### src/inr_pkg.sv
`timescale 1ns / 1ps
// ============================================================================
// inr_pkg
// Widths, calendar constants and reciprocal constants shared by the
// interval normalizer pipeline.
// ============================================================================
package inr_pkg;

   // Field widths at the ports.
   localparam int IN_W   = 24;
   localparam int YR_W   = 26;
   localparam int MO_W   = 5;
   localparam int DY_W   = 6;
   localparam int TS_W   = 18;
   localparam int TH_W   = 5;
   localparam int TM_W   = 6;
   localparam int TSEC_W = 6;

   // Pipeline depth and the first stage of each unit.
   localparam int NSTAGE    = 10;
   localparam int STG_MERGE = 3;
   localparam int STG_CARRY = 5;

   // Internal widths, sized for the worst case of every input pattern.
   localparam int TSUM_W = 36;   // seconds + 60 * minutes + 3600 * hours
   localparam int TMAG_W = 35;   // magnitude of that sum
   localparam int TABS_W = 17;   // magnitude of time within one day
   localparam int DQ1_W  = 19;   // whole days taken out of the time
   localparam int DSUM_W = 28;   // days after weeks and time are merged
   localparam int DMIX_W = 33;   // days after months and years are merged
   localparam int DMAG_W = 32;   // magnitude of those days
   localparam int KQ_W   = 28;   // months carried out of the days
   localparam int DREM_W = 5;    // remainder of a month, 0 to 29
   localparam int REM2_W = 6;    // remainder before its last correction
   localparam int MMAG_W = 28;   // magnitude of months before the year fold
   localparam int MQ_W   = 25;   // years carried out of the months
   localparam int MREM_W = 4;    // months left, 0 to 11
   localparam int MT_W   = 11;   // whole minutes in one day

   // Calendar constants.
   localparam int SECS_PER_DAY    = 86400;
   localparam int DAYS_PER_MONTH  = 30;
   localparam int MONTHS_PER_YEAR = 12;
   localparam int SECS_PER_MIN    = 60;

   // Division by 86400 is a shift by 7 and a multiply by the reciprocal of
   // 675; the estimate is low by at most one and gets corrected afterwards.
   localparam int          DAY_SHIFT       = 7;
   localparam int          DAY_RECIP_W     = 29;
   localparam int          DAY_RECIP_SHIFT = 38;
   localparam logic [28:0] DAY_RECIP       = 29'd407226528;

   // Division by 30 is a shift by 1 and a multiply by the reciprocal of 15.
   localparam int          DQ_RECIP_W     = 32;
   localparam int          DQ_RECIP_SHIFT = 35;
   localparam logic [31:0] DQ_RECIP       = 32'd2290649224;

   // Division by 12 is a shift by 2 and a multiply by the reciprocal of 3.
   localparam int          MQ_RECIP_W     = 27;
   localparam int          MQ_RECIP_SHIFT = 28;
   localparam logic [26:0] MQ_RECIP       = 27'd89478485;

   // Division by 60 of values below 2^17: shift by 2, then a rounded-up
   // reciprocal of 15 that is exact over that range.
   localparam int          TQ_RECIP_W     = 17;
   localparam int          TQ_SHIFT       = 20;
   localparam logic [16:0] TQ_RECIP       = 17'd69906;

   typedef logic signed [IN_W-1:0] field_type;

endpackage

### src/inr_day_split.sv
`timescale 1ns / 1ps
// ============================================================================
// inr_day_split
// Folds hours, minutes and seconds into one time in seconds, moves whole
// days out of a time longer than one day and adds the weeks to the days.
// ============================================================================
module inr_day_split (
   input  logic                            clock,
   input  logic [2:0]                      adv,
   input  inr_pkg::field_type              years_in,
   input  inr_pkg::field_type              months_in,
   input  inr_pkg::field_type              weeks_in,
   input  inr_pkg::field_type              days_in,
   input  inr_pkg::field_type              hours_in,
   input  inr_pkg::field_type              minutes_in,
   input  inr_pkg::field_type              seconds_in,
   output logic signed [inr_pkg::TS_W-1:0]   t_out,
   output logic signed [inr_pkg::DSUM_W-1:0] dy_out,
   output inr_pkg::field_type              mo_out,
   output inr_pkg::field_type              yr_out
);
   import inr_pkg::*;

   localparam int BX_W    = TMAG_W - DAY_SHIFT;
   localparam int BPROD_W = BX_W + DAY_RECIP_W;

   // Stage 1: raw time and days.
   logic signed [TSUM_W-1:0] se_x, mi_x, hr_x;
   logic signed [DSUM_W-1:0] dy_x, wk_x;
   logic signed [TSUM_W-1:0] s1_t_in, s1_t_ff;
   logic signed [DSUM_W-1:0] s1_dy_in, s1_dy_ff;
   field_type                s1_mo_ff, s1_yr_ff;

   // Stage 2: magnitude of the time and the estimated day count.
   logic [TSUM_W-1:0]  s2_abs;
   logic [BX_W-1:0]    s2_x;
   logic [BPROD_W-1:0] s2_prod;
   logic [TMAG_W-1:0]  s2_at_in, s2_at_ff;
   logic [DQ1_W-1:0]   s2_q_in, s2_q_ff;
   logic               s2_neg_in, s2_neg_ff;
   logic               s2_big_in, s2_big_ff;
   logic signed [DSUM_W-1:0] s2_dy_ff;
   field_type                s2_mo_ff, s2_yr_ff;

   // Stage 3: corrected day count, remaining time and merged days.
   logic [TSUM_W-1:0]        s3_sub;
   logic [TS_W-1:0]          s3_rem;
   logic                     s3_fix;
   logic [DQ1_W-1:0]         s3_q;
   logic [TABS_W-1:0]        s3_r;
   logic signed [DSUM_W-1:0] s3_qs;
   logic signed [TS_W-1:0]   s3_t_in, s3_t_ff;
   logic signed [DSUM_W-1:0] s3_dy_in, s3_dy_ff;
   field_type                s3_mo_ff, s3_yr_ff;

   always_comb begin
      se_x = TSUM_W'(seconds_in);
      mi_x = TSUM_W'(minutes_in);
      hr_x = TSUM_W'(hours_in);
      dy_x = DSUM_W'(days_in);
      wk_x = DSUM_W'(weeks_in);
      // 60 = 64 - 4 and 3600 = 4096 - 512 + 16
      s1_t_in  = se_x + (mi_x <<< 6) - (mi_x <<< 2)
                 + (hr_x <<< 12) - (hr_x <<< 9) + (hr_x <<< 4);
      s1_dy_in = dy_x + (wk_x <<< 3) - wk_x;
   end

   always_comb begin
      s2_neg_in = s1_t_ff[TSUM_W-1];
      s2_abs    = s2_neg_in ? -s1_t_ff : s1_t_ff;
      s2_at_in  = s2_abs[TMAG_W-1:0];
      s2_x      = s2_at_in[TMAG_W-1:DAY_SHIFT];
      s2_prod   = BPROD_W'(s2_x) * BPROD_W'(DAY_RECIP);
      s2_q_in   = s2_prod[DAY_RECIP_SHIFT +: DQ1_W];
      // A time of exactly one day stays as time.
      s2_big_in = s2_at_in > TMAG_W'(SECS_PER_DAY);
   end

   always_comb begin
      s3_sub = TSUM_W'(s2_at_ff) - TSUM_W'(s2_q_ff) * TSUM_W'(SECS_PER_DAY);
      s3_rem = s3_sub[TS_W-1:0];
      s3_fix = s3_rem >= TS_W'(SECS_PER_DAY);
      if (!s2_big_ff) begin
         s3_q = '0;
         s3_r = s2_at_ff[TABS_W-1:0];
      end else if (s3_fix) begin
         s3_q = s2_q_ff + 1'b1;
         s3_r = TABS_W'(s3_rem - TS_W'(SECS_PER_DAY));
      end else begin
         s3_q = s2_q_ff;
         s3_r = s3_rem[TABS_W-1:0];
      end
      s3_qs    = $signed(DSUM_W'(s3_q));
      s3_t_in  = s2_neg_ff ? -$signed(TS_W'(s3_r)) : $signed(TS_W'(s3_r));
      s3_dy_in = s2_neg_ff ? s2_dy_ff - s3_qs : s2_dy_ff + s3_qs;
   end

   always_ff @(posedge clock) begin
      if (adv[0]) begin
         s1_t_ff  <= s1_t_in;
         s1_dy_ff <= s1_dy_in;
         s1_mo_ff <= months_in;
         s1_yr_ff <= years_in;
      end
      if (adv[1]) begin
         s2_at_ff  <= s2_at_in;
         s2_q_ff   <= s2_q_in;
         s2_neg_ff <= s2_neg_in;
         s2_big_ff <= s2_big_in;
         s2_dy_ff  <= s1_dy_ff;
         s2_mo_ff  <= s1_mo_ff;
         s2_yr_ff  <= s1_yr_ff;
      end
      if (adv[2]) begin
         s3_t_ff  <= s3_t_in;
         s3_dy_ff <= s3_dy_in;
         s3_mo_ff <= s2_mo_ff;
         s3_yr_ff <= s2_yr_ff;
      end
   end

   assign t_out  = s3_t_ff;
   assign dy_out = s3_dy_ff;
   assign mo_out = s3_mo_ff;
   assign yr_out = s3_yr_ff;

endmodule

### src/inr_sign_merge.sv
`timescale 1ns / 1ps
// ============================================================================
// inr_sign_merge
// Detects mixed signs among time, days, months and years, turns months and
// years into days in that case and lets the time borrow one day.
// ============================================================================
module inr_sign_merge (
   input  logic                              clock,
   input  logic [1:0]                        adv,
   input  logic signed [inr_pkg::TS_W-1:0]   t_in,
   input  logic signed [inr_pkg::DSUM_W-1:0] dy_in,
   input  inr_pkg::field_type                mo_in,
   input  inr_pkg::field_type                yr_in,
   output logic signed [inr_pkg::TS_W-1:0]   t_out,
   output logic [inr_pkg::DMAG_W-1:0]        dmag_out,
   output logic                              dneg_out,
   output inr_pkg::field_type                mo_out,
   output inr_pkg::field_type                yr_out
);
   import inr_pkg::*;

   // Stage 1: sign check and day merge.
   logic t_pos, t_neg, d_pos, d_neg, m_pos, m_neg, y_pos, y_neg;
   logic signed [DMIX_W-1:0] dy_x, mo_x, yr_x;
   logic                     s1_mixed_in, s1_mixed_ff;
   logic signed [DMIX_W-1:0] s1_dy_in, s1_dy_ff;
   field_type                s1_mo_in, s1_mo_ff, s1_yr_in, s1_yr_ff;
   logic signed [TS_W-1:0]   s1_t_ff;

   // Stage 2: one-day borrow and day magnitude.
   logic              s2_tneg, s2_tpos, s2_dneg, s2_dpos;
   logic              s2_take, s2_give;
   logic [DMIX_W-1:0] s2_dabs;
   logic [DMAG_W-1:0] s2_dmag_in, s2_dmag_ff;
   logic signed [TS_W-1:0] s2_t_in, s2_t_ff;
   logic              s2_dneg_ff;
   field_type         s2_mo_ff, s2_yr_ff;

   always_comb begin
      t_neg = t_in[TS_W-1];
      t_pos = !t_neg && (t_in != '0);
      d_neg = dy_in[DSUM_W-1];
      d_pos = !d_neg && (dy_in != '0);
      m_neg = mo_in[IN_W-1];
      m_pos = !m_neg && (mo_in != '0);
      y_neg = yr_in[IN_W-1];
      y_pos = !y_neg && (yr_in != '0);
      s1_mixed_in = (t_pos || d_pos || m_pos || y_pos)
                    && (t_neg || d_neg || m_neg || y_neg);
      dy_x = DMIX_W'(dy_in);
      mo_x = DMIX_W'(mo_in);
      yr_x = DMIX_W'(yr_in);
      // 30 = 32 - 2 and 360 = 512 - 128 - 32 + 8
      if (s1_mixed_in) begin
         s1_dy_in = dy_x + (mo_x <<< 5) - (mo_x <<< 1)
                    + (yr_x <<< 9) - (yr_x <<< 7) - (yr_x <<< 5) + (yr_x <<< 3);
         s1_mo_in = '0;
         s1_yr_in = '0;
      end else begin
         s1_dy_in = dy_x;
         s1_mo_in = mo_in;
         s1_yr_in = yr_in;
      end
   end

   always_comb begin
      s2_tneg = s1_t_ff[TS_W-1];
      s2_tpos = !s2_tneg && (s1_t_ff != '0);
      s2_dneg = s1_dy_ff[DMIX_W-1];
      s2_dpos = !s2_dneg && (s1_dy_ff != '0);
      // The time takes one day from days of the other sign.
      s2_take = s1_mixed_ff && s2_tneg && s2_dpos;
      s2_give = s1_mixed_ff && s2_tpos && s2_dneg;
      s2_dabs = s2_dneg ? -s1_dy_ff : s1_dy_ff;
      s2_dmag_in = s2_dabs[DMAG_W-1:0] - DMAG_W'(s2_take || s2_give);
      if (s2_take) begin
         s2_t_in = s1_t_ff + TS_W'(SECS_PER_DAY);
      end else if (s2_give) begin
         s2_t_in = s1_t_ff - TS_W'(SECS_PER_DAY);
      end else begin
         s2_t_in = s1_t_ff;
      end
   end

   always_ff @(posedge clock) begin
      if (adv[0]) begin
         s1_mixed_ff <= s1_mixed_in;
         s1_dy_ff    <= s1_dy_in;
         s1_mo_ff    <= s1_mo_in;
         s1_yr_ff    <= s1_yr_in;
         s1_t_ff     <= t_in;
      end
      if (adv[1]) begin
         s2_t_ff    <= s2_t_in;
         s2_dmag_ff <= s2_dmag_in;
         s2_dneg_ff <= s2_dneg;
         s2_mo_ff   <= s1_mo_ff;
         s2_yr_ff   <= s1_yr_ff;
      end
   end

   assign t_out    = s2_t_ff;
   assign dmag_out = s2_dmag_ff;
   assign dneg_out = s2_dneg_ff;
   assign mo_out   = s2_mo_ff;
   assign yr_out   = s2_yr_ff;

endmodule

### src/inr_carry.sv
`timescale 1ns / 1ps
// ============================================================================
// inr_carry
// Carries days into months, 30 at a time, until at most 30 days are left,
// then folds months into years, 12 at a time.
// ============================================================================
module inr_carry (
   input  logic                             clock,
   input  logic [4:0]                       adv,
   input  logic [inr_pkg::DMAG_W-1:0]       dmag_in,
   input  logic                             dneg_in,
   input  inr_pkg::field_type               mo_in,
   input  inr_pkg::field_type               yr_in,
   output logic signed [inr_pkg::YR_W-1:0]  years,
   output logic signed [inr_pkg::MO_W-1:0]  months,
   output logic signed [inr_pkg::DY_W-1:0]  days
);
   import inr_pkg::*;

   localparam int DX_W    = DMAG_W - 1;
   localparam int DPROD_W = DX_W + DQ_RECIP_W;
   localparam int MX_W    = MMAG_W - 2;
   localparam int MPROD_W = MX_W + MQ_RECIP_W;

   // Stage 1: estimate of (days - 1) / 30.
   logic [DMAG_W-1:0]  s1_dm1_in, s1_dm1_ff;
   logic [DPROD_W-1:0] s1_prod;
   logic [KQ_W-1:0]    s1_q_in, s1_q_ff;
   logic               s1_dnz_ff, s1_dneg_ff;
   field_type          s1_mo_ff, s1_yr_ff;

   // Stage 2: corrected carry and remaining days.
   logic [DMAG_W-1:0] s2_sub;
   logic [REM2_W-1:0] s2_rem;
   logic              s2_fix;
   logic [KQ_W-1:0]   s2_k_in, s2_k_ff;
   logic [DREM_W-1:0] s2_r_in, s2_r_ff;
   logic              s2_dnz_ff, s2_dneg_ff;
   field_type         s2_mo_ff, s2_yr_ff;

   // Stage 3: signed days and month magnitude.
   logic [DY_W-1:0]          s3_dval;
   logic [IN_W-1:0]          s3_mabs;
   logic signed [DY_W-1:0]   s3_days_in, s3_days_ff;
   logic [MMAG_W-1:0]        s3_mmag_in, s3_mmag_ff;
   logic                     s3_mneg_in, s3_mneg_ff;
   field_type                s3_yr_ff;

   // Stage 4: estimate of months / 12.
   logic [MPROD_W-1:0]     s4_prod;
   logic [MQ_W-1:0]        s4_q_in, s4_q_ff;
   logic [MMAG_W-1:0]      s4_mmag_ff;
   logic                   s4_mneg_ff;
   logic signed [DY_W-1:0] s4_days_ff;
   field_type              s4_yr_ff;

   // Stage 5: corrected year carry and final fields.
   logic [MMAG_W-1:0]        s5_sub;
   logic [DREM_W-1:0]        s5_rem;
   logic                     s5_fix;
   logic [MQ_W-1:0]          s5_q;
   logic [MREM_W-1:0]        s5_r;
   logic signed [YR_W-1:0]   s5_qs;
   logic signed [YR_W-1:0]   s5_yr_in, s5_yr_ff;
   logic signed [MO_W-1:0]   s5_mo_in, s5_mo_ff;
   logic signed [DY_W-1:0]   s5_days_ff;

   always_comb begin
      s1_dm1_in = dmag_in - 1'b1;
      s1_prod   = DPROD_W'(s1_dm1_in[DMAG_W-1:1]) * DPROD_W'(DQ_RECIP);
      s1_q_in   = s1_prod[DQ_RECIP_SHIFT +: KQ_W];
   end

   always_comb begin
      s2_sub = s1_dm1_ff - DMAG_W'(s1_q_ff) * DMAG_W'(DAYS_PER_MONTH);
      s2_rem = s2_sub[REM2_W-1:0];
      s2_fix = s2_rem >= REM2_W'(DAYS_PER_MONTH);
      s2_k_in = s1_q_ff + KQ_W'(s2_fix);
      s2_r_in = s2_fix ? DREM_W'(s2_rem - REM2_W'(DAYS_PER_MONTH)) : s2_rem[DREM_W-1:0];
   end

   always_comb begin
      // Days left over are the remainder plus one, from 1 to 30.
      s3_dval = DY_W'(s2_r_ff) + DY_W'(1);
      if (!s2_dnz_ff) begin
         s3_days_in = '0;
      end else if (s2_dneg_ff) begin
         s3_days_in = -$signed(s3_dval);
      end else begin
         s3_days_in = $signed(s3_dval);
      end
      // Nonzero months always share the sign of nonzero days here, so the
      // carry adds to the month magnitude.
      s3_mabs    = s2_mo_ff[IN_W-1] ? -s2_mo_ff : s2_mo_ff;
      s3_mmag_in = MMAG_W'(s3_mabs) + (s2_dnz_ff ? MMAG_W'(s2_k_ff) : MMAG_W'(0));
      s3_mneg_in = s2_dnz_ff ? s2_dneg_ff : s2_mo_ff[IN_W-1];
   end

   always_comb begin
      s4_prod = MPROD_W'(s3_mmag_ff[MMAG_W-1:2]) * MPROD_W'(MQ_RECIP);
      s4_q_in = s4_prod[MQ_RECIP_SHIFT +: MQ_W];
   end

   always_comb begin
      s5_sub = s4_mmag_ff - MMAG_W'(s4_q_ff) * MMAG_W'(MONTHS_PER_YEAR);
      s5_rem = s5_sub[DREM_W-1:0];
      s5_fix = s5_rem >= DREM_W'(MONTHS_PER_YEAR);
      s5_q   = s4_q_ff + MQ_W'(s5_fix);
      s5_r   = s5_fix ? MREM_W'(s5_rem - DREM_W'(MONTHS_PER_YEAR)) : s5_rem[MREM_W-1:0];
      s5_qs  = $signed(YR_W'(s5_q));
      s5_yr_in = s4_mneg_ff ? YR_W'(s4_yr_ff) - s5_qs : YR_W'(s4_yr_ff) + s5_qs;
      s5_mo_in = s4_mneg_ff ? -$signed(MO_W'(s5_r)) : $signed(MO_W'(s5_r));
   end

   always_ff @(posedge clock) begin
      if (adv[0]) begin
         s1_dm1_ff  <= s1_dm1_in;
         s1_q_ff    <= s1_q_in;
         s1_dnz_ff  <= dmag_in != '0;
         s1_dneg_ff <= dneg_in;
         s1_mo_ff   <= mo_in;
         s1_yr_ff   <= yr_in;
      end
      if (adv[1]) begin
         s2_k_ff    <= s2_k_in;
         s2_r_ff    <= s2_r_in;
         s2_dnz_ff  <= s1_dnz_ff;
         s2_dneg_ff <= s1_dneg_ff;
         s2_mo_ff   <= s1_mo_ff;
         s2_yr_ff   <= s1_yr_ff;
      end
      if (adv[2]) begin
         s3_days_ff <= s3_days_in;
         s3_mmag_ff <= s3_mmag_in;
         s3_mneg_ff <= s3_mneg_in;
         s3_yr_ff   <= s2_yr_ff;
      end
      if (adv[3]) begin
         s4_q_ff    <= s4_q_in;
         s4_mmag_ff <= s3_mmag_ff;
         s4_mneg_ff <= s3_mneg_ff;
         s4_days_ff <= s3_days_ff;
         s4_yr_ff   <= s3_yr_ff;
      end
      if (adv[4]) begin
         s5_yr_ff   <= s5_yr_in;
         s5_mo_ff   <= s5_mo_in;
         s5_days_ff <= s4_days_ff;
      end
   end

   assign years  = s5_yr_ff;
   assign months = s5_mo_ff;
   assign days   = s5_days_ff;

endmodule

### src/inr_clock_split.sv
`timescale 1ns / 1ps
// ============================================================================
// inr_clock_split
// Splits the magnitude of the remaining time into hours, minutes and
// seconds, in step with the day and month carry.
// ============================================================================
module inr_clock_split (
   input  logic                             clock,
   input  logic [4:0]                       adv,
   input  logic signed [inr_pkg::TS_W-1:0]  t_in,
   output logic signed [inr_pkg::TS_W-1:0]  time_seconds,
   output logic [inr_pkg::TH_W-1:0]         time_hours,
   output logic [inr_pkg::TM_W-1:0]         time_minutes,
   output logic [inr_pkg::TSEC_W-1:0]       time_secs
);
   import inr_pkg::*;

   localparam int TPROD_W = TABS_W - 2 + TQ_RECIP_W;

   // Stage 1: magnitude and whole minutes.
   logic [TS_W-1:0]        s1_abs;
   logic [TABS_W-1:0]      s1_at_in, s1_at_ff;
   logic [TPROD_W-1:0]     s1_prod;
   logic [MT_W-1:0]        s1_mt_in, s1_mt_ff;
   logic signed [TS_W-1:0] s1_t_ff;

   // Stage 2: seconds and whole hours.
   logic [TABS_W-1:0]      s2_sub;
   logic [TPROD_W-1:0]     s2_prod;
   logic [TSEC_W-1:0]      s2_secs_in, s2_secs_ff;
   logic [TH_W-1:0]        s2_hrs_in, s2_hrs_ff;
   logic [MT_W-1:0]        s2_mt_ff;
   logic signed [TS_W-1:0] s2_t_ff;

   // Stage 3: minutes within the hour.
   logic [MT_W-1:0]        s3_sub;
   logic [TM_W-1:0]        s3_min_in, s3_min_ff;
   logic [TSEC_W-1:0]      s3_secs_ff;
   logic [TH_W-1:0]        s3_hrs_ff;
   logic signed [TS_W-1:0] s3_t_ff;

   // Stages 4 and 5 keep the fields aligned with the month carry.
   logic [TM_W-1:0]        s4_min_ff, s5_min_ff;
   logic [TSEC_W-1:0]      s4_secs_ff, s5_secs_ff;
   logic [TH_W-1:0]        s4_hrs_ff, s5_hrs_ff;
   logic signed [TS_W-1:0] s4_t_ff, s5_t_ff;

   always_comb begin
      s1_abs   = t_in[TS_W-1] ? -t_in : t_in;
      s1_at_in = s1_abs[TABS_W-1:0];
      s1_prod  = TPROD_W'(s1_at_in[TABS_W-1:2]) * TPROD_W'(TQ_RECIP);
      s1_mt_in = s1_prod[TQ_SHIFT +: MT_W];
   end

   always_comb begin
      s2_sub     = s1_at_ff - TABS_W'(s1_mt_ff) * TABS_W'(SECS_PER_MIN);
      s2_secs_in = s2_sub[TSEC_W-1:0];
      s2_prod    = TPROD_W'(s1_mt_ff[MT_W-1:2]) * TPROD_W'(TQ_RECIP);
      s2_hrs_in  = s2_prod[TQ_SHIFT +: TH_W];
   end

   always_comb begin
      s3_sub    = s2_mt_ff - MT_W'(s2_hrs_ff) * MT_W'(SECS_PER_MIN);
      s3_min_in = s3_sub[TM_W-1:0];
   end

   always_ff @(posedge clock) begin
      if (adv[0]) begin
         s1_at_ff <= s1_at_in;
         s1_mt_ff <= s1_mt_in;
         s1_t_ff  <= t_in;
      end
      if (adv[1]) begin
         s2_secs_ff <= s2_secs_in;
         s2_hrs_ff  <= s2_hrs_in;
         s2_mt_ff   <= s1_mt_ff;
         s2_t_ff    <= s1_t_ff;
      end
      if (adv[2]) begin
         s3_min_ff  <= s3_min_in;
         s3_secs_ff <= s2_secs_ff;
         s3_hrs_ff  <= s2_hrs_ff;
         s3_t_ff    <= s2_t_ff;
      end
      if (adv[3]) begin
         s4_min_ff  <= s3_min_ff;
         s4_secs_ff <= s3_secs_ff;
         s4_hrs_ff  <= s3_hrs_ff;
         s4_t_ff    <= s3_t_ff;
      end
      if (adv[4]) begin
         s5_min_ff  <= s4_min_ff;
         s5_secs_ff <= s4_secs_ff;
         s5_hrs_ff  <= s4_hrs_ff;
         s5_t_ff    <= s4_t_ff;
      end
   end

   assign time_seconds = s5_t_ff;
   assign time_hours   = s5_hrs_ff;
   assign time_minutes = s5_min_ff;
   assign time_secs    = s5_secs_ff;

endmodule

### src/interval_normalizer_top.sv
`timescale 1ns / 1ps
// ============================================================================
// interval_normalizer_top
// Puts a signed interval of years, months, weeks, days, hours, minutes and
// seconds into justified form: years, months, days and time of day.
// ============================================================================
// Usage:
//   The request channel carries one interval per beat (req_valid, req_stall);
//   the response channel returns exactly one normalized interval per request
//   beat, in order (rsp_valid, rsp_stall).
//   A request beat passes through the registers of the day split, the sign
//   merge and then the carry and clock split before its response beat shows
//   on rsp_valid. Throughput is one beat per cycle while rsp_stall is low;
//   the ten pipeline registers with their valid bits set it.
//   Each stage holds its beat while the stage after it is full and stalled,
//   and empty stages keep filling, so up to ten beats wait inside before
//   req_stall rises. A beat is neither lost nor repeated under any stall
//   pattern.
//   Synchronous reset clears every valid bit; the pipeline is then empty and
//   takes a request beat in the next cycle. There are no configuration
//   registers and no state is kept from one interval to the next.
// ============================================================================
module interval_normalizer_top (
   input  logic                             clock,
   input  logic                             reset,
   input  logic                             req_valid,
   output logic                             req_stall,
   input  inr_pkg::field_type               req_years_in,
   input  inr_pkg::field_type               req_months_in,
   input  inr_pkg::field_type               req_weeks_in,
   input  inr_pkg::field_type               req_days_in,
   input  inr_pkg::field_type               req_hours_in,
   input  inr_pkg::field_type               req_minutes_in,
   input  inr_pkg::field_type               req_seconds_in,
   output logic                             rsp_valid,
   input  logic                             rsp_stall,
   output logic signed [inr_pkg::YR_W-1:0]  rsp_years,
   output logic signed [inr_pkg::MO_W-1:0]  rsp_months,
   output logic signed [inr_pkg::DY_W-1:0]  rsp_days,
   output logic signed [inr_pkg::TS_W-1:0]  rsp_time_seconds,
   output logic [inr_pkg::TH_W-1:0]         rsp_time_hours,
   output logic [inr_pkg::TM_W-1:0]         rsp_time_minutes,
   output logic [inr_pkg::TSEC_W-1:0]       rsp_time_secs
);
   import inr_pkg::*;

   logic [NSTAGE-1:0] vld_in, vld_ff;
   logic [NSTAGE:0]   rdy;

   logic signed [TS_W-1:0]   sp_t;
   logic signed [DSUM_W-1:0] sp_dy;
   field_type                sp_mo, sp_yr;
   logic signed [TS_W-1:0]   mg_t;
   logic [DMAG_W-1:0]        mg_dmag;
   logic                     mg_dneg;
   field_type                mg_mo, mg_yr;

   // A stage takes a new beat when it is empty or its content moves on.
   assign rdy[NSTAGE] = !rsp_stall;
   genvar g;
   for (g = 0; g < NSTAGE; g++) begin : g_rdy
      assign rdy[g] = !vld_ff[g] || rdy[g+1];
   end

   assign vld_in = {vld_ff[NSTAGE-2:0], req_valid};

   always_ff @(posedge clock) begin
      if (reset) begin
         vld_ff <= '0;
      end else begin
         vld_ff <= (vld_ff & ~rdy[NSTAGE-1:0]) | (vld_in & rdy[NSTAGE-1:0]);
      end
   end

   assign req_stall = !rdy[0];
   assign rsp_valid = vld_ff[NSTAGE-1];

   inr_day_split u_day_split (
      .clock      (clock),
      .adv        (rdy[STG_MERGE-1:0]),
      .years_in   (req_years_in),
      .months_in  (req_months_in),
      .weeks_in   (req_weeks_in),
      .days_in    (req_days_in),
      .hours_in   (req_hours_in),
      .minutes_in (req_minutes_in),
      .seconds_in (req_seconds_in),
      .t_out      (sp_t),
      .dy_out     (sp_dy),
      .mo_out     (sp_mo),
      .yr_out     (sp_yr)
   );

   inr_sign_merge u_sign_merge (
      .clock    (clock),
      .adv      (rdy[STG_CARRY-1:STG_MERGE]),
      .t_in     (sp_t),
      .dy_in    (sp_dy),
      .mo_in    (sp_mo),
      .yr_in    (sp_yr),
      .t_out    (mg_t),
      .dmag_out (mg_dmag),
      .dneg_out (mg_dneg),
      .mo_out   (mg_mo),
      .yr_out   (mg_yr)
   );

   inr_carry u_carry (
      .clock   (clock),
      .adv     (rdy[NSTAGE-1:STG_CARRY]),
      .dmag_in (mg_dmag),
      .dneg_in (mg_dneg),
      .mo_in   (mg_mo),
      .yr_in   (mg_yr),
      .years   (rsp_years),
      .months  (rsp_months),
      .days    (rsp_days)
   );

   inr_clock_split u_clock_split (
      .clock        (clock),
      .adv          (rdy[NSTAGE-1:STG_CARRY]),
      .t_in         (mg_t),
      .time_seconds (rsp_time_seconds),
      .time_hours   (rsp_time_hours),
      .time_minutes (rsp_time_minutes),
      .time_secs    (rsp_time_secs)
   );

endmodule
### config.mk
export PLATFORM = sky130hd
export DESIGN_NAME = interval_normalizer_top
export DESIGN_NICKNAME = d
export VERILOG_FILES = /design/src/inr_pkg.sv /design/src/inr_day_split.sv /design/src/inr_sign_merge.sv /design/src/inr_carry.sv /design/src/inr_clock_split.sv /design/src/interval_normalizer_top.sv
export SDC_FILE = /design/constraint.sdc
export NUM_CORES = 2
export LEC_CHECK = 0
export BUFFER_PORTS_ARGS = -buffer_cell sky130_fd_sc_hd__buf_2
export CAP_MARGIN = 15
export CORE_AREA = 2 2 414 416
export CTS_CLUSTER_SIZE = 12
export DETAILED_ROUTE_END_ITERATION = 8
export DIE_AREA = 0 0 416 418
export PLACE_DENSITY_LB_ADDON = 0.08
export SYNTH_ARGS = -nofsm -noshare
export SYNTH_HDL_FRONTEND = slang
export SYNTH_SLANG_ARGS = --single-unit
### constraint.sdc
create_clock -name clock -period 13.02 [get_ports clock]
set_clock_uncertainty 0.2 [all_clocks]
set_input_delay 2.604 -clock clock [delete_from_list [all_inputs] [get_ports clock]]
set_output_delay 2.604 -clock clock [all_outputs]
set_load 0.05 [all_outputs]
Word-level counts from Yosys, hierarchy flattened:

Index checks and enable logic that the tools add are counted.

* $add $sub $neg: 41
* multipliers: 10
* order comparisons: 4
* multiplexer cells: 20
* bitwise operators: 4
* reduce and logical (&&, ||, !) cells: 53

Operator list (number)
* 2-to-1 mux 17 bit: 4
* multiplier 31 x 29 -> 60 bit, second input constant: 1
* 2-to-1 mux 28 bit: 2
* multiplier 26 x 27 -> 53 bit, second input constant: 1
* multiplier 28 x 24 -> 52 bit, second input constant: 1
* nonzero test 24 bit: 2
* 2-to-1 mux 19 bit: 2
* adder 36 x 28 -> 36 bit: 1
* adder 36 bit: 1
* 2-to-1 mux 18 bit: 2
* nonzero test 18 bit: 2
* subtractor 36 x 33 -> 36 bit: 1
* greater-than comparator 35 x 17 -> 1 bit, second input constant: 1
* 2-to-1 mux 35 bit: 1
* negator 35 bit: 1
* adder 33 x 27 -> 33 bit: 1
* adder 33 bit: 1
* 2-to-1 mux 33 bit: 1
* nonzero test 33 bit: 1
* subtractor 33 x 29 -> 33 bit: 1
* subtractor 33 x 31 -> 33 bit: 1
* 2-to-1 mux 32 bit: 1
* negator 32 bit: 1
* nonzero test 32 bit: 1
* 53 further kinds: 100

* register bits: 1029
* input port bits: 172
* output and inout bits: 74

Logic depth before layout (Yosys ltp):

* depth in word-level cells: 14
* gate-level depth with buffers: 38
* mapped depth without buffers: 36

By module:

A second synthesis with hierarchy kept.

* cells, all modules: 7325
* area, all modules: 84999.0 sq um

Modules (own cells, without submodules)
* inr_day_split: times used 1, cells each 2739, area each 31034.8 sq um, seq. area each 9639.2 sq um
* inr_carry: times used 1, cells each 2717, area each 30683.2 sq um, seq. area each 9729.3 sq um
* inr_sign_merge: times used 1, cells each 1215, area each 13874.6 sq um, seq. area each 5975.7 sq um
* inr_clock_split: times used 1, cells each 606, area each 8942.3 sq um, seq. area each 5104.9 sq um
* interval_normalizer_top: times used 1, cells each 48, area each 464.2 sq um, seq. area each 200.2 sq um

Worst setup path after synthesis:

OpenSTA, ideal clock, no wires.

* path kind: input to output
* start point: input rsp_stall
* end point: output req_stall
* arrival time: 11582 ps
* required time: 10216 ps
* setup slack: -1366 ps
* stages: 6
* cell sequence: and3_1 and3_1 nand3_1 nor2_1 nand4_1 inv_1

* longest elaborated chain between the ends: 12

Ends and longest elaborated chain
* start: declaration: RTL line interval_normalizer_top.sv:36 `input logic rsp_stall,`
* zero test 1 bit: RTL line interval_normalizer_top.sv:59 `assign rdy[NSTAGE] = !rsp_stall;`
* logical OR 1 bit (6 in a row): RTL line interval_normalizer_top.sv:62 `assign rdy[g] = !vld_ff[g] || rdy[g+1];`
* named net rdy[4]: RTL line interval_normalizer_top.sv:48 `logic [NSTAGE:0] rdy;`
* logical OR 1 bit (4 in a row): RTL line interval_normalizer_top.sv:62
* zero test 1 bit: RTL line interval_normalizer_top.sv:75 `assign req_stall = !rdy[0];`
* end: declaration: RTL line interval_normalizer_top.sv:27 `output logic req_stall,`

The timed path passes the listed nets, and every way through them passes these cells.

Worst setup path in the final report:

* start point: register u_day_split.s1_t_ff[2]
* end point: register u_day_split.s2_q_ff[13], data pin

* longest elaborated chain between the ends: 3

Ends and longest elaborated chain
* start: declaration: RTL line inr_day_split.sv:30 `logic signed [TSUM_W-1:0] s1_t_in, s1_t_ff;`
* start signal: assignment: RTL line inr_day_split.sv:100 `s1_t_ff <= s1_t_in;`
* negator 35 bit: RTL line inr_day_split.sv:70 `s2_abs = s2_neg_in ? -s1_t_ff : s1_t_ff;`
* 2-to-1 mux 35 bit: RTL line inr_day_split.sv:70
* multiplier 28 x 24 -> 52 bit: RTL line inr_day_split.sv:73 `s2_prod = BPROD_W'(s2_x) * BPROD_W'(DAY_RECIP);`
* named net u_day_split.s2_prod[51]: RTL line inr_day_split.sv:37 `logic [BPROD_W-1:0] s2_prod;`
* end signal: assignment: RTL line inr_day_split.sv:107 `s2_q_ff <= s2_q_in;`
* end: declaration: RTL line inr_day_split.sv:39 `logic [DQ1_W-1:0] s2_q_in, s2_q_ff;`

The timed path passes the listed nets, and every way through them passes these cells.
A chain may end at the register's enable or synchronous reset.

==> metrics.yaml <==
clock_latency_ns: 0.74
utilization: 0.545
dpl.hpwl_mm: 160
cts_inserted_buffers: 109
grt.total_usage: 0.225
synth_flop_cell: "edfxtp_1"
wl_per_cell_um: 19.4
coreArea_um2: 169000
max-slew-margin-rel: 0.239
status: "finished, final reports clean"
die_h_um: 418
root_buffer: "clkbuf_16"
max_stage_delay_ns: 0.84
rows: 151
ant_nets: 0
antenna_found_initial: 8
timing.final.crit_share: 0.845
floorplan.initialDensity: 0.499
cts_tree: "yes"
io-pin-count: 246
synth_nets: 9470
maxCapViolCount: 0
hp-class: "register to register"
synth_warnings: 0
first_pass_iters: 5
crit_type: "register to register"
async_flop_share: 0
synthCells: 7385
fin_setup_tns_ns: 0
synth_edf_count: 1014
slowest_stage: "xor2_1"
synth_seq_cells: 1024
dr.first_iter.drc_count: 3123
synth_cell_types: 95
grt_pass1_vias: 54600
final_net_count: 9819
gp_congestion: 0.903
die_w_um: 416
portBuffers: 245
drc: 0
cp_max_fo: 7
synth_common_cells: "1337 x inv_1, 1217 x ha_1, 1014 x edfxtp_1"
syn-cell-area_um2: 84300
cts_sinks: 1024
endpoint_kind: "register"
area_growth_pct: 9.20
tightest_slew_ns: 1.14
synth_top_area_share: 0.361
htreeDepth: 3
grt_max_degree: 115
avgSynthCellArea_um2: 11.4
slew_viol_final: 0
ys_seq_area_frac: 0.363
drive_gt1_frac: 0.0702
route.vias.total: 53000
hold_viol: 0
grt_overflow: 0
cp_common_cell: "fa_1"
netlist_top_cells_area: "edfxtp_1 36%, ha_1 18%, fa_1 17%"
avgViaCountPerCell: 5.29
dieArea_um2: 174000
cp.arrival_ns: 11.27
clockBufferDepth: 3
clk_pin_slew_ns: 0.06
cts_resized: 0
synth_top_area_cell: "edfxtp_1"
cp-start-kind: "register"
cts_setup_buffers: 0
setup_violations: 0
yosysMostFrequentCell: "inv_1"
hold_buffers: 0
fin_crit_ns: 11.00
cp.required_ns: 13.29
routed_wl_mm: 194
rsz0062_at_grt: "false"
fmax_mhz: 90.9
grt_first_pass_wirelength_mm: 303
==> final cells by class <==
class	count	area, um2
multi-input cells	4949	48400
repair buffers	312	1750
clock buffers	138	2880
flip-flops and latches	1024	30600
fillers	14700	77000
well taps	2218	2780
inverters	1338	5030
clock inverters	43	571
diodes	2	5.00
==> worst paths after layout <==
path	start	end	slack [ns]	cells past startpoint
min reg2reg	u_carry.s1_mo_ff[4]	u_carry.s2_mo_ff[4]	0.18	0
max reg2reg	u_day_split.s1_t_ff[2]	u_day_split.s2_q_ff[13]	2.02	31
max	u_day_split.s1_t_ff[2]	u_day_split.s2_q_ff[13]	2.02	31
min	u_carry.s1_mo_ff[4]	u_carry.s2_mo_ff[4]	0.18	0
==> flip-flops by register name, summed over array words and instances, names as in the netlist, 25 cells and up, named ones only <==
signal and cells:
u_day_split.dy_out 28, u_day_split.s1_dy_ff 28, u_sign_merge.dmag_out 32, u_sign_merge.s1_dy_ff 33, u_carry.years 26, u_carry.s1_q_ff 28
u_carry.s4_q_ff 25, u_carry.s2_k_ff 28, u_day_split.s2_dy_ff 28, u_day_split.s1_t_ff 36, u_carry.s3_mmag_ff 28
==> layout by cell type (no fill, tap or decap), types with 11 or more instances in the layout <==
| master | instances |
|---|---|
| or3_1 | 55 |
| o31ai_1 | 48 |
| inv_1 | 1334 |
| nor2b_1 | 56 |
| buf_2 | 245 |
| o31a_1 | 11 |
| or2_2 | 26 |
| nand4_1 | 42 |
| o21bai_1 | 55 |
| nand2_1 | 292 |
| o211ai_1 | 17 |
| a211o_1 | 13 |
| nor4_1 | 44 |
| and3_1 | 50 |
| a31oi_1 | 55 |
| nand2b_1 | 53 |
| fa_1 | 696 |
| a21oi_1 | 316 |
| ha_1 | 1217 |
| o21a_1 | 54 |
| buf_4 | 65 |
| clkbuf_16 | 110 |
| xor2_1 | 219 |
| a31o_2 | 17 |
| a21boi_0 | 14 |
| o41ai_1 | 26 |
| or4_1 | 19 |
| nand3_1 | 126 |
| nor2_1 | 324 |
| mux2i_1 | 11 |
| o21ai_0 | 220 |
| nor3_1 | 110 |
| a21o_1 | 138 |
| xnor2_1 | 389 |
| edfxtp_1 | 1014 |
| and2_1 | 44 |
| clkbuf_1 | 26 |
| a211oi_1 | 17 |
==> worst max-delay path: cells and delay by family (launching register included) <==
family / cells / cell delay (ns)
AOI/OAI and AO/OA: 9 / 1.88
xor gates and xnor gates: 2 / 0.98
adders and majority gates: 8 / 3.56
buffers and inverters: 4 / 0.60
DFF: 1 / 0.48
and+or+nand+nor: 8 / 3.03
==> cells by family (layout without fill, tap and decap cells) <==
| group | after synthesis | in the layout | share of synthesized area |
|---|---|---|---|
| xor gates and xnor gates | 614 | 614 | 0.0643 |
| AOI/OAI and AO/OA | 1105 | 1105 | 0.0846 |
| DFF | 1024 | 1024 | 0.363 |
| adders and majority gates | 1913 | 1913 | 0.346 |
| other | 0 | 2 | 0 |
| muxes | 17 | 17 | 0.00224 |
| and+or+nand+nor | 1300 | 1300 | 0.0765 |
| buffers and inverters | 1412 | 1831 | 0.0631 |
==> per-stage QoR <==
stage	setup WS [ns]	cells	hold WS [ns]	cell area [um2]
floorplan	0.747	7385	0.200	84300
global placement	2.07	9840	0.201	88600
detailed placement	1.97	9840	0.205	88600
CTS	1.94	10000	0.177	92100
global route	1.44	10000	0.184	92100
finish	2.02	10000	0.181	92100
==> routing by layer <==
layer | up-vias | wire (um) | track usage
met5 | - | 0 | 0
met4 | 0 | 4850 | 0.0581
met3 | 210 | 7090 | 0.0250
met2 | 898 | 93400 | 0.382
met1 | 25900 | 88600 | 0.306
li1 | 26000 | - | -
Power is left out: the tool's default activity adds up to more than one toggle a clock period on the data nets, which glitch-free logic cannot reach.
